`config.mk`:
```
export PLATFORM = sky130hd
export DESIGN_NAME = pct_peer_scan
export DESIGN_NICKNAME = d
export VERILOG_FILES = /design/src/hw/rtl/pct_pkg.sv /design/src/hw/rtl/pct_peer_scan.sv
export SDC_FILE = /design/constraint.sdc
export NUM_CORES = 1
export LEC_CHECK = 0
export ABC_AREA = 0
export BUFFER_PORTS_ARGS = -buffer_cell sky130_fd_sc_hd__buf_2
export CORE_AREA = 2 2 207 209
export CTS_CLUSTER_DIAMETER = 50
export DETAILED_ROUTE_END_ITERATION = 6
export DIE_AREA = 0 0 209 211
export GPL_ROUTABILITY_DRIVEN = 1
export PLACE_DENSITY = 0.71
export REMOVE_ABC_BUFFERS = 1
export SYNTH_ARGS = -nofsm -noshare
export SYNTH_HDL_FRONTEND = slang
export SYNTH_SLANG_ARGS = --single-unit
```
`constraint.sdc`:
```
create_clock -name aclk -period 3.8 [get_ports aclk]
set_clock_uncertainty 0.15 [all_clocks]
set_input_delay 0.38 -clock aclk [delete_from_list [all_inputs] [get_ports aclk]]
set_output_delay 0.38 -clock aclk [all_outputs]
set_load 0.02 [all_outputs]
```
`src/hw/rtl/pct_pkg.sv`:
```
`timescale 1ns / 1ps
`default_nettype none

package pct_pkg;

    // Default sizing
    localparam int PCT_PEER_SLOTS = 16;
    localparam int PCT_ID_SPACE   = 4096;

    // Stream widths
    localparam int S_TDATA_W = 112;
    localparam int S_TUSER_W = 2;
    localparam int M_TDATA_W = 8;

    // Config port
    localparam int PADDR_W = 3;
    localparam int PDATA_W = 32;

    // Register word selects (paddr[2])
    localparam logic REG_NAK_THR = 1'b0;
    localparam logic REG_MIN_LEN = 1'b1;

    localparam logic [7:0]  NAK_THR_RST = 8'd3;
    localparam logic [15:0] MIN_LEN_RST = 16'd256;

    // Event kinds
    localparam logic [1:0] KIND_HELLO   = 2'd0;
    localparam logic [1:0] KIND_CONFIRM = 2'd1;
    localparam logic [1:0] KIND_NAK     = 2'd2;
    localparam logic [1:0] KIND_QUERY   = 2'd3;

    // Query outcomes
    localparam logic [2:0] OUT_RAW         = 3'd0;
    localparam logic [2:0] OUT_HIT         = 3'd1;
    localparam logic [2:0] OUT_MISS_NEW    = 3'd2;
    localparam logic [2:0] OUT_MISS_COLD   = 3'd3;
    localparam logic [2:0] OUT_MISS_UNCONF = 3'd4;

    localparam logic [7:0] NAK_MAX = 8'hFF;

    typedef struct packed {
        logic [31:0] generation;
        logic        cold;
        logic [7:0]  nak_count;
    } entry_t;

    typedef struct packed {
        logic       generation_changed;
        logic       turned_cold;
        logic       table_full;
        logic [2:0] outcome;
    } result_t;

    // Status from the peer search unit
    typedef struct packed {
        logic done;
        logic found;
        logic free_found;
    } scan_flags_t;

endpackage

`default_nettype wire

```
`src/hw/rtl/pct_peer_scan.sv`:
```
`timescale 1ns / 1ps
`default_nettype none

module pct_peer_scan #(
    parameter int PEER_SLOTS = pct_pkg::PCT_PEER_SLOTS,
    parameter int SLOT_W     = (PEER_SLOTS > 1) ? $clog2(PEER_SLOTS) : 1
) (
    input  wire logic                aclk,
    input  wire logic                aresetn,
    input  wire logic                start,
    input  wire logic [31:0]         key,
    input  wire logic                add_en,
    input  wire logic [SLOT_W-1:0]   add_idx,
    input  wire logic [31:0]         add_key,
    output pct_pkg::scan_flags_t     flags,
    output logic      [SLOT_W-1:0]   hit_idx,
    output logic      [SLOT_W-1:0]   free_idx
);
    import pct_pkg::*;

    localparam logic [SLOT_W:0] SLOTS_N = (SLOT_W + 1)'(PEER_SLOTS);

    logic [31:0]           key_mem [PEER_SLOTS];
    logic [PEER_SLOTS-1:0] used_reg;
    logic [SLOT_W:0]       scan_idx_reg;
    logic [SLOT_W-1:0]     cmp_idx_reg;
    logic                  cmp_vld_reg;
    logic [31:0]           key_rd_reg;
    logic [31:0]           key_reg;
    logic                  busy_reg;
    logic                  done_reg;
    logic                  found_reg;
    logic                  free_found_reg;
    logic [SLOT_W-1:0]     hit_idx_reg;
    logic [SLOT_W-1:0]     free_idx_reg;

    logic              issuing;
    logic              match;
    logic              finish;
    logic [SLOT_W-1:0] rd_idx;

    assign rd_idx  = scan_idx_reg[SLOT_W-1:0];
    assign issuing = busy_reg && (scan_idx_reg < SLOTS_N);
    // the one shared comparator: one slot per cycle
    assign match   = cmp_vld_reg && used_reg[cmp_idx_reg] && (key_rd_reg == key_reg);
    assign finish  = busy_reg && (match || !issuing);

    always_ff @(posedge aclk) begin
        if (add_en) begin
            key_mem[add_idx] <= add_key;
        end
        key_rd_reg <= key_mem[rd_idx];
    end

    always_ff @(posedge aclk) begin
        if (!aresetn) begin
            used_reg       <= '0;
            busy_reg       <= 1'b0;
            done_reg       <= 1'b0;
            cmp_vld_reg    <= 1'b0;
            found_reg      <= 1'b0;
            free_found_reg <= 1'b0;
        end else begin
            done_reg <= finish;
            if (start) begin
                busy_reg       <= 1'b1;
                scan_idx_reg   <= '0;
                key_reg        <= key;
                found_reg      <= 1'b0;
                free_found_reg <= 1'b0;
                cmp_vld_reg    <= 1'b0;
            end else if (busy_reg) begin
                cmp_vld_reg <= issuing && !match;
                if (issuing && !match) begin
                    scan_idx_reg <= scan_idx_reg + 1'b1;
                    cmp_idx_reg  <= rd_idx;
                    if (!used_reg[rd_idx] && !free_found_reg) begin
                        free_found_reg <= 1'b1;
                        free_idx_reg   <= rd_idx;
                    end
                end
                if (finish) begin
                    busy_reg  <= 1'b0;
                    found_reg <= match;
                    if (match) begin
                        hit_idx_reg <= cmp_idx_reg;
                    end
                end
            end
            if (add_en) begin
                used_reg[add_idx] <= 1'b1;
            end
        end
    end

    assign flags.done       = done_reg;
    assign flags.found      = found_reg;
    assign flags.free_found = free_found_reg;
    assign hit_idx          = hit_idx_reg;
    assign free_idx         = free_idx_reg;

endmodule

`default_nettype wire

```
# After elaboration in Yosys (flattened, before gate mapping)

Memory sizes are Yosys's and may differ from the RTL's. A register that Yosys moved wholly into a read port is not among the register bits.
Cells that the tools add are included.
Widths: inputs -> output; s select.

Register bits: 70
Bits in writable memories: 512
Input port bits: 72
Output and inout bits: 11
Logic and storage cells: 57
Memories kept: 1

$add $sub $neg: 1
Order comparisons: 5
Equal/unequal tests: 1
Multiplexer cells: 13
Bitwise gates (word level): 3
Reduce and logical (&&, ||, !) cells: 22

Memories:

| name    | depth | bits a word | read ports | clocked after Yosys merged registers in | wr ports | RTL line            | source |
|---|---|---|---|---|---|---|---|
| key_mem | 16    | 32          | 1          | 1                                       | 1        | pct_peer_scan.sv:23 | `logic [31:0] key_mem [PEER_SLOTS];` |

Operators with widths:

| kind                | count |
|---|---|
| $eq 32x32->1        | 1 |
| $or 16x16->16       | 1 |
| $lt 4x5->1 const B  | 3 |
| $mux 5              | 2 |
| $reduce_and 5->1    | 2 |
| $bmux 1 s4          | 2 |
| $mux 1              | 8 |
| $logic_and 1x1->1   | 7 |
| $reduce_and 3->1    | 2 |
| $add 5x1->5 const B | 1 |
| $lt 5x5->1 const B  | 1 |
| $demux 1 s4         | 1 |
| $ge 4x1->1 const B  | 1 |
| $logic_not 1->1     | 4 |
| $reduce_and 2->1    | 2 |
| $reduce_and 4->1    | 1 |
| $reduce_bool 2->1   | 2 |
| $not 1->1           | 2 |
| $reduce_or 2->1     | 1 |
| $logic_or 1x1->1    | 1 |

# Logic depth before layout (Yosys ltp)

Gate-level depths: netlist (run 1).

Word-level depth: 9
Depth in mapped cells: 6
Mapped depth without buffers: 5

# Worst setup path before layout (run 1)

Ideal clock, no wire load.

Kind: in2reg
Start: input port add_idx[2]
End: memory key_mem[0][0] (enable)
Setup time: 0.464 ns
Arrival: 3.149 ns
Data required time: 3.186 ns
Setup slack: 0.037 ns
Stages: 2
Buffers on the path: 0
Cells stage by stage: or3b_2 > nor3_1

RTL lines:

| what        | RTL line            | source |
|---|---|---|
| from (decl) | pct_peer_scan.sv:13 | `input wire logic [SLOT_W-1:0] add_idx,` |
| to (decl)   | pct_peer_scan.sv:23 |  |

Straight into the memory's write port.

==> metrics.txt, run 1 <==
NumNets Final 1,237; Max IR drop VDD 0.357 mV; ratio of cells with drive above 1 in the final layout 32.1%; Clock Path Buffers 3; Syn Area/Cell 23.7 µm²; Yosys cell types 37; CP Capture Type flip-flop; post-synth top area cell edfxtp_1; main flop type after synthesis edfxtp_1; utilization after layout 64.1%; Max Cap Violations 0; Power Density 543 mW/mm²; area added between synthesis and finish 17.1%; first-pass GRT wire length 70,700 µm; GP Congestion 0.796; grt total ovfl 0; largest net degree at the start of global routing 80; vias in the first global route 10,900; Filler cells 2,668; non-filler instance count after layout 1,756; Sink Count 614; max FFs per register 512; Die ar. 0.0441 mm²; arrival time worst endpoint 3.02 ns; CTS root buf clkbuf_16; Synth top cells by count 561 x edfxtp_1, 167 x mux4_2, 53 x dfxtp_1; synthesized flop and latch total 614; vias 10,519; Detailed Place HPWL 25,500 µm; WL/cell 27.5 µm; remaining antenna violation count 0; Worst Max-Slew Pin Slew 0.949 ns; DRT Wirelength 48,400 µm; Worst Path Max Fanout 44; post_cts resized 0; EDFF count, synth 561; RSZ-0062 raised after global routing no; row count 75; top cells by area, synth edfxtp_1 74%, mux4_2 16%, dfxtp_1 4.6%; area of the core 0.0418 mm²; drt first-iter violations 1,172; cell with the most instances after synthesis edfxtp_1; Post-DP Area 0.0241 mm²; crit path time final 2.69 ns; cell count after synthesis 966; status complete, no violations; crit share post-route 70.7%; max_slew headroom 36.8%; FF+latch area 0.0179 mm²; clock latency on the worst-skew pair 0.62 ns; Yosys warnings 0; Die Width 209 µm; WHS 0.0475 ns; Yosys top cell area share 73.7%; Final Hold Viols 0; critical path class flip-flop to flip-flop; Syn Std Cell Area 0.0229 mm²; gr usage total 22.6%; CTS tree yes; multi-input logic area 0.00481 mm²; drt first pass iters 6; antenna violations before repair 1; leakage 8.62 nW; clk slew on worst S/H paths 0.06 ns; Final setup viols 0; sequential area share after synthesis 78.4%; Initial Utilization 54.7%; CP startpoint kind flip-flop; CTS H-Tree Depth 2; worst hold path type primary input to flip-flop; Vias/cell 5.99; Port Buffers 82; Peak Freq 372 MHz; total CTS buffers 60; CTS Hold Buffers Added 65; Critical Path RT 4.13 ns; Final Total Pwr 14.5 mW; Chip Height 211 µm; Synth async-reset ratio 0%; placed insts 1,576; DR DRC count 0; final instance area 0.0268 mm²; setup bufs post-CTS 0; IO Count 83; max-slew violation count 0
## final cells by class
type,count,share of cell area (%)
clock inverters,22,1.09
inverters,2,0.0280
repair buffers,180,5.03
diodes,1,0.00935
well taps,539,2.52
clock buffers,92,6.44
flip-flops and latches,614,66.9
multi-input cells,306,18.0
## where the power goes
| group | internal [mW] | switching (mW) | total [mW] |
|---|---|---|---|
| clock network | 3.54 | 2.45 | 5.99 |
| logic | 0.417 | 0.451 | 0.869 |
| registers | 7.58 | 0.0921 | 7.67 |
| total | 11.5 | 2.99 | 14.5 |
## kinds of logic after synthesis
group | share of synthesized area (%)
AOI/OAI and AO/OA | 0.843
muxes | 16.6
and+or+nand+nor | 1.70
DFF | 78.4
adders and majority gates | 0.0547
buffers and inverters | 1.05
xor gates and xnor gates | 1.34
## path summary, 6_finish.rpt
kind | from | endpoint | slack [ns] | cells after the start
worst max-delay path | scan_idx_reg[1] | key_rd_reg[5] | 1.11 | 3
worst min-delay path | aresetn | used_reg[4] | 0.05 | 2
worst min register to register | free_found_reg | free_found_reg | 0.33 | 2
worst max register to register | scan_idx_reg[1] | key_rd_reg[5] | 1.11 | 3
## stage by stage
| stage | setup slack (ns) | setup TNS (ns) |
|---|---|---|
| 3_3_place_gp | 1.13 | 0 |
| 2_1_floorplan | -3.49 | -125.20 |
| 4_1_cts | 1.08 | 0 |
| 3_5_place_dp | 1.10 | 0 |
| 6_report | 1.11 | 0 |
| 5_1_grt | 0.995 | 0 |
## routing by layer
| metal | part of all wire [%] | vias up | track usage (%) |
|---|---|---|---|
| met2 | 51 | 373 | 38.3 |
| met3 | 6.0 | 69 | 3.55 |
| met1 | 40 | 5580 | 30.7 |
| met5 | 0 | - | 0 |
| li1 | - | 4497 | - |
| met4 | 2.3 | 0 | 6.90 |
## critical path, stage by stage, from the launching register on
cell and delay [ns]:
edfxtp_1 0.81, buf_4 0.66, mux4_2 0.43, mux4_2 0.48
## layout by cell type (no fill, tap or decap), drive strengths merged, types with 5 or more instances in the layout
cell type / n
dlygate4sd3: 65
mux4: 167
edfxtp: 561
clkinv: 11
nand3: 6
nand2: 7
xnor2: 34
dfxtp: 53
nor3: 9
o21a: 16
inv: 5
bufinv: 6
buf: 115
nand4: 14
clkbuf: 92
nor2: 20
No activity file was read; power rests on OpenSTA's default activity.
==> run 2: changes to the inputs <==
CORE_AREA = 2 2 199 201   (was 2 2 207 209)
DIE_AREA = 0 0 201 203   (was 0 0 209 211)
PLACE_DENSITY = 0.74   (was 0.71)
clock period = 2.7 ns   (was 3.8 ns; I/O delays follow)
==> run 2 against run 1 <==
  * Clock-buffer cell count is 9 lower
  * Setup slack worse by 0.99 ns
  * Hold slack better by 0.086 ns
  * Flip-flop and latch count stayed put
  * Largest cell class unchanged
  * Die area fell by 7.5%
  * Via count increased by 0.81%
  * Maximum frequency rose by 4.2%
  * Combinational power rose by 46%
  * Wire length shrank 0.95%
  * Sequential power increased by 41%
  * Clock power rose by 28%
==> metrics.txt, run 2 (synthesis gave the netlist of run 1 again) <==
status complete, no violations; GP Congestion 0.877 (+10%); crit share post-route 95.4% (+25 points); CTS tree yes; DRT Wirelength 47,900 µm (-0.95%); leading cell types in the layout, fill and taps excluded 561 x edfxtp_1, 167 x mux4_2, 82 x buf_2; RSZ-0062 raised after global routing no; CTS H-Tree Depth 2 (unchanged); CTS root buf clkbuf_16; worst hold path type primary input to flip-flop; clock latency on the worst-skew pair 0.61 ns (about the same); Max Cap Violations 0 (unchanged); DR DRC count 0 (unchanged); Power Density 737 mW/mm² (+36%); Most Frequent Cell on Critical Path mux4_2; Final setup viols 0 (unchanged); CP Capture Type flip-flop; gr usage total 24.3% (+1.8 points); clk slew on worst S/H paths 0.06 ns (about the same); non-filler instance count after layout 1,734 (-1.3%); Critical Path RT 2.82 ns (-1.31 ns); Worst Max-Slew Pin Slew 0.757 ns (-0.191 ns); ratio of cells with drive above 1 in the final layout 32.2% (+0.11 points); first-pass GRT wire length 71,200 µm (+0.66%); met1 Resource Use GR 35.7% (+5.0 points); utilization after layout 69.6% (+5.5 points); Final Hold Viols 0 (unchanged); critical path class flip-flop to flip-flop; Worst Path Max Fanout 7 (-84%); Max IR drop VDD 0.548 mV (+54%); max-slew violation count 0 (unchanged); IO Count 83 (unchanged); antenna violations before repair 1 (unchanged); NumNets Final 1,242 (+0.40%); Port Buffers 82 (unchanged); drt first-iter violations 982 (-16%); max_slew headroom 49.5% (+13 points); area of the core 0.0385 mm² (-7.9%); max FFs per register 512 (unchanged); crit path max-delay cell type mux4_2; CP top delay family multiplexers; Vias/cell 6.12 (+2.1%); commonest non-fill, non-tap cell in the layout edfxtp_1; WL/cell 27.6 µm (+0.31%); row count 72 (-4.0%); Detailed Place HPWL 25,700 µm (+0.79%); vias in the first global route 11,046 (+1.3%); placed insts 1,559 (-1.1%); crit path time final 2.58 ns (-0.109 ns); Sink Count 614 (unchanged); vias 10,604 (+0.81%); Peak Freq 388 MHz (+4.2%); remaining antenna violation count 0 (unchanged); area added between synthesis and finish 17.2% (about the same); total CTS buffers 58 (-3.3%); Initial Utilization 59.4% (+4.7 points); Chip Height 203 µm (-3.8%); Buffers & Inverters on Critical Path 0 (-1); CP peak stage delay 0.55 ns (-0.26 ns); met3 GRT Util 4.85% (+1.3 points); Die ar. 0.0408 mm² (-7.5%); Top Usage Layer GRT met2; grt total ovfl 0 (unchanged); CP cell instances mux4_2, mux4_2, or2_1, nor3_2; largest net degree at the start of global routing 102 (+28%); M2 GR Usage 38.4% (+0.085 points); Clock Path Buffers 3 (unchanged); Die Width 201 µm (-3.8%); arrival time worst endpoint 2.69 ns (-0.33 ns); CP startpoint kind flip-flop; leakage 8.61 nW (-0.10%); drt first pass iters 5 (-1)
==> run 2: cell types whose count changed in the layout (fill, tap and decap cells not counted), sizes merged <==
cell         before  now
inv               5    4
clkinvlp          2    1
bufinv            6    2
dlygate4sd3      65   66
clkinv           11   18
clkbuf           92   83
buf             115  121
==> run 2: area by class of cell <==
| type | instances | area, µm² |
|---|---|---|
| sequential | 614 | 17900 |
| fill | 2317 | 11700 |
| multi-input combinational | 306 | 4820 |
| clock buffer | 83 | 1630 |
| timing repair buffer | 187 | 1590 |
| tap | 518 | 648 |
| clock inverter | 23 | 183 |
| inverter | 2 | 7.51 |
| antenna | 1 | 2.50 |
==> run 2: path summary, 6_finish.rpt <==
kind	start	to	slack [ns]	cells after the start
setup / recovery	scan_idx_reg[0]	free_idx[1]	0.12	4
hold / removal	add_idx[0]	key_mem[12][22]	0.13	3
setup reg to reg	scan_idx_reg[0]	free_idx[1]	0.12	4
hold reg to reg	used_reg[10]	used_reg[10]	0.34	1
==> run 2: metrics by stage <==
step	setup WS, ns	instance area (µm²)	power [mW]	hold slack (ns)	TNS [ns]
after global routing	0.0263	26800	20.3	0.128	0
after floorplan	-4.59	22600	11.7	0.219	-272.95
after global placement	0.165	24300	12.1	0.300	0
final	0.124	26800	19.7	0.133	0
after detailed placement	0.0945	24300	12.2	0.298	0
after CTS	0.0836	26800	19.9	0.103	0
==> run 2: worst reg2reg max path: stages, from the launching register on <==
cell and delay [ns]:
edfxtp_1 0.54, mux4_2 0.55, mux4_2 0.48, or2_1 0.26, nor3_2 0.26
==> run 2: repair_timing <==
action | 4_1_cts | 5_1_grt
endpoints found under the hold margin | 568 | 0
endpoints found under the setup margin | 0 | 9
hold buffers | 66 | 0
buffers inserted | 0 | 2
gates resized for setup | 0 | 1
==> run 2: routing by layer <==
metal,up-vias,wire [µm]
met4,0,884
met3,58,4070
met1,5584,19900
met5,-,0
met2,466,23100
li1,4496,-
==> run 2: report_power, final <==
part           internal (mW)  switching, mW  leakage (nW)  total, mW
clock                   4.37           3.31         0.889       7.67
sequential              10.7          0.127          5.52       10.8
combinational          0.616          0.654          2.20       1.27
total                   15.6           4.09          8.61       19.7
==> run 3: changes to the inputs <==
CORE_AREA = 2 2 217 219   (was 2 2 199 201)
DIE_AREA = 0 0 219 221   (was 0 0 201 203)
PLACE_DENSITY = 0.63   (was 0.74)
==> run 3 against run 2 <==
  * Clock power rose by 5.9%
  * Via count shrank 0.35%
  * Wire length increased by 3.5%
  * Global-route usage down 3.4 points
  * Critical endpoint is now hit_idx[2]
  * Largest power group unchanged
  * Cell count up 6.2%
  * Power is 2.4% higher
  * Sequential power barely moved
  * Sequential share of layout area shrank 0.87 points
  * Maximum frequency up 1.6%
  * Setup slack improved by 0.040 ns
  * Register-to-register slack gained 0.04 ns
==> metrics.txt, run 3 (synthesis gave the netlist of run 1 again) <==
Final Hold Viols 0 (unchanged); CP startpoint kind flip-flop; Placement Setup Slack 0.0608 ns (-0.0337 ns); max-slew violation count 0 (unchanged); IO Count 83 (unchanged); post_cts resized 0 (unchanged); worst hold path type primary input to flip-flop; Detailed Place HPWL 25,300 µm (-1.5%); area added between synthesis and finish 18.7%; CP Capture Type flip-flop; Most Frequent Cell on Critical Path buf_4; DR DRC count 0 (unchanged); NumNets Final 1,254 (+0.97%); Die Width 219 µm (+9.0%); Clock Path Buffers 3 (unchanged); CTS root buf clkbuf_16; Peak Freq 394 MHz (+1.6%); Vias/cell 5.74 (-6.1%); Final setup viols 0 (unchanged); Chip Height 221 µm (+8.9%); Die ar. 0.0484 mm² (+19%); largest net degree at the start of global routing 79 (-23%); Max IR drop VDD 0.522 mV (-4.7%); vias 10,567 (-0.35%); crit share post-route 93.9% (-1.5 points); crit path max-delay cell type edfxtp_1; Port Buffers 82 (unchanged); status complete, no violations; Sink Count 614 (unchanged); commonest non-fill, non-tap cell in the layout edfxtp_1; Critical Path RT 2.87 ns (+0.05 ns); WL/cell 26.9 µm (-2.5%); arrival time worst endpoint 2.71 ns (+0.02 ns); GP Congestion 0.796 (-9.2%); grt total ovfl 0 (unchanged); antenna violations before repair 0 (-1); leakage 8.74 nW (+1.4%); max_slew headroom 60.6% (+11 points); vias in the first global route 11,024 (-0.20%); CP peak stage delay 0.43 ns (-0.12 ns); drt first-iter violations 856 (-13%); crit path time final 2.54 ns (-0.0398 ns); total CTS buffers 61 (+5.2%); first-pass GRT wire length 72,500 µm (+1.8%); area of the core 0.0461 mm² (+20%); row count 79 (+9.7%); CP top delay family simple AND/OR/NAND/NOR gates; gr usage total 21.0% (-3.4 points); drt first pass iters 5 (unchanged); clock latency on the worst-skew pair 0.61 ns (about the same); leading cell types in the layout, fill and taps excluded 561 x edfxtp_1, 167 x mux4_2, 82 x buf_2; Buffers & Inverters on Critical Path 2 (+2); WHS 0.171 ns (+0.0376 ns); clk slew on worst S/H paths 0.06 ns (about the same); CTS H-Tree Depth 2 (unchanged); Setup TNS Final 0 ns (unchanged); CP cell instances xnor2_1, nand4_1, nor4_1, o2111ai_1, buf_4, nor2_1, buf_4; Initial Utilization 49.6% (-9.8 points); Worst Max-Slew Pin Slew 0.587 ns (-0.170 ns); ratio of cells with drive above 1 in the final layout 32.7% (+0.48 points); slack of the critical path 0.163 ns (+0.0398 ns); Final Total Pwr 20.2 mW (+2.4%); Max Cap Violations 0 (unchanged); critical path class flip-flop to flip-flop; remaining antenna violation count 0 (unchanged); Worst Path Max Fanout 4 (-3); Power Density 744 mW/mm² (+1.0%); CTS tree yes; utilization after layout 58.9% (-11 points); DRT Wirelength 49,600 µm (+3.5%); number of diodes 0 (-1); max FFs per register 512 (unchanged); RSZ-0062 raised after global routing no
run 3: cell types whose count changed in the layout (fill, tap and decap cells not counted), sizes merged:
cell / previous run / this run
clkinv: 18 / 28
clkbuf: 83 / 80
diode: 1 / 0
inv: 4 / 5
bufinv: 2 / 4
buf: 121 / 130
run 3: final timing paths:
| path | startpoint | end | slack, ns | cells past startpoint |
|---|---|---|---|---|
| worst max-delay path | key_reg[21] | hit_idx[2] | 0.16 | 7 |
| worst max register to register | key_reg[21] | hit_idx[2] | 0.16 | 7 |
| worst min-delay path | add_idx[1] | key_mem[0][1] | 0.17 | 3 |
| worst min register to register | free_found_reg | free_found_reg | 0.34 | 2 |
run 3: final cells by class:
class | instances | area (µm²)
Inverter | 2 | 7.51
Tap cell | 607 | 759
Multi-Input combinational cell | 306 | 4810
Clock inverter | 36 | 279
Clock buffer | 80 | 1660
Fill cell | 3343 | 18900
Timing Repair Buffer | 196 | 1710
Sequential cell | 614 | 17900
run 3: worst min-delay path, stage by stage:
cell and delay, ns:
buf_2 0.17, nor3_2 0.08, buf_12 0.21
run 3: per-layer routing:
layer  global-route usage [%]  routed length [µm]  vias up
met5                        0                   0        -
met4                     4.95                 985        0
met3                     3.79                2600       69
met2                     35.1               25200      306
met1                     29.0               20800     5660
li1                         -                   -     4532
run 3: where the power goes:
group	switching [mW]	internal, mW	leakage, nW
registers	0.119	10.7	5.52
clock network	3.42	4.70	0.957
logic	0.665	0.635	2.26
run 3: per-stage QoR:
step / cells / cell area (µm²)
after floorplan: 922 / 22600
after global placement: 1656 / 24500
after detailed placement: 1656 / 24500
after CTS: 1838 / 27100
after global routing: 1841 / 27100
final: 1841 / 27100
run 3: timing repair:
item / CTS / global route
hold buffers: 66 / 0
setup buffers: 0 / 3
endpoints found under the hold margin: 567 / 0
endpoints found under the setup margin: 0 / 4
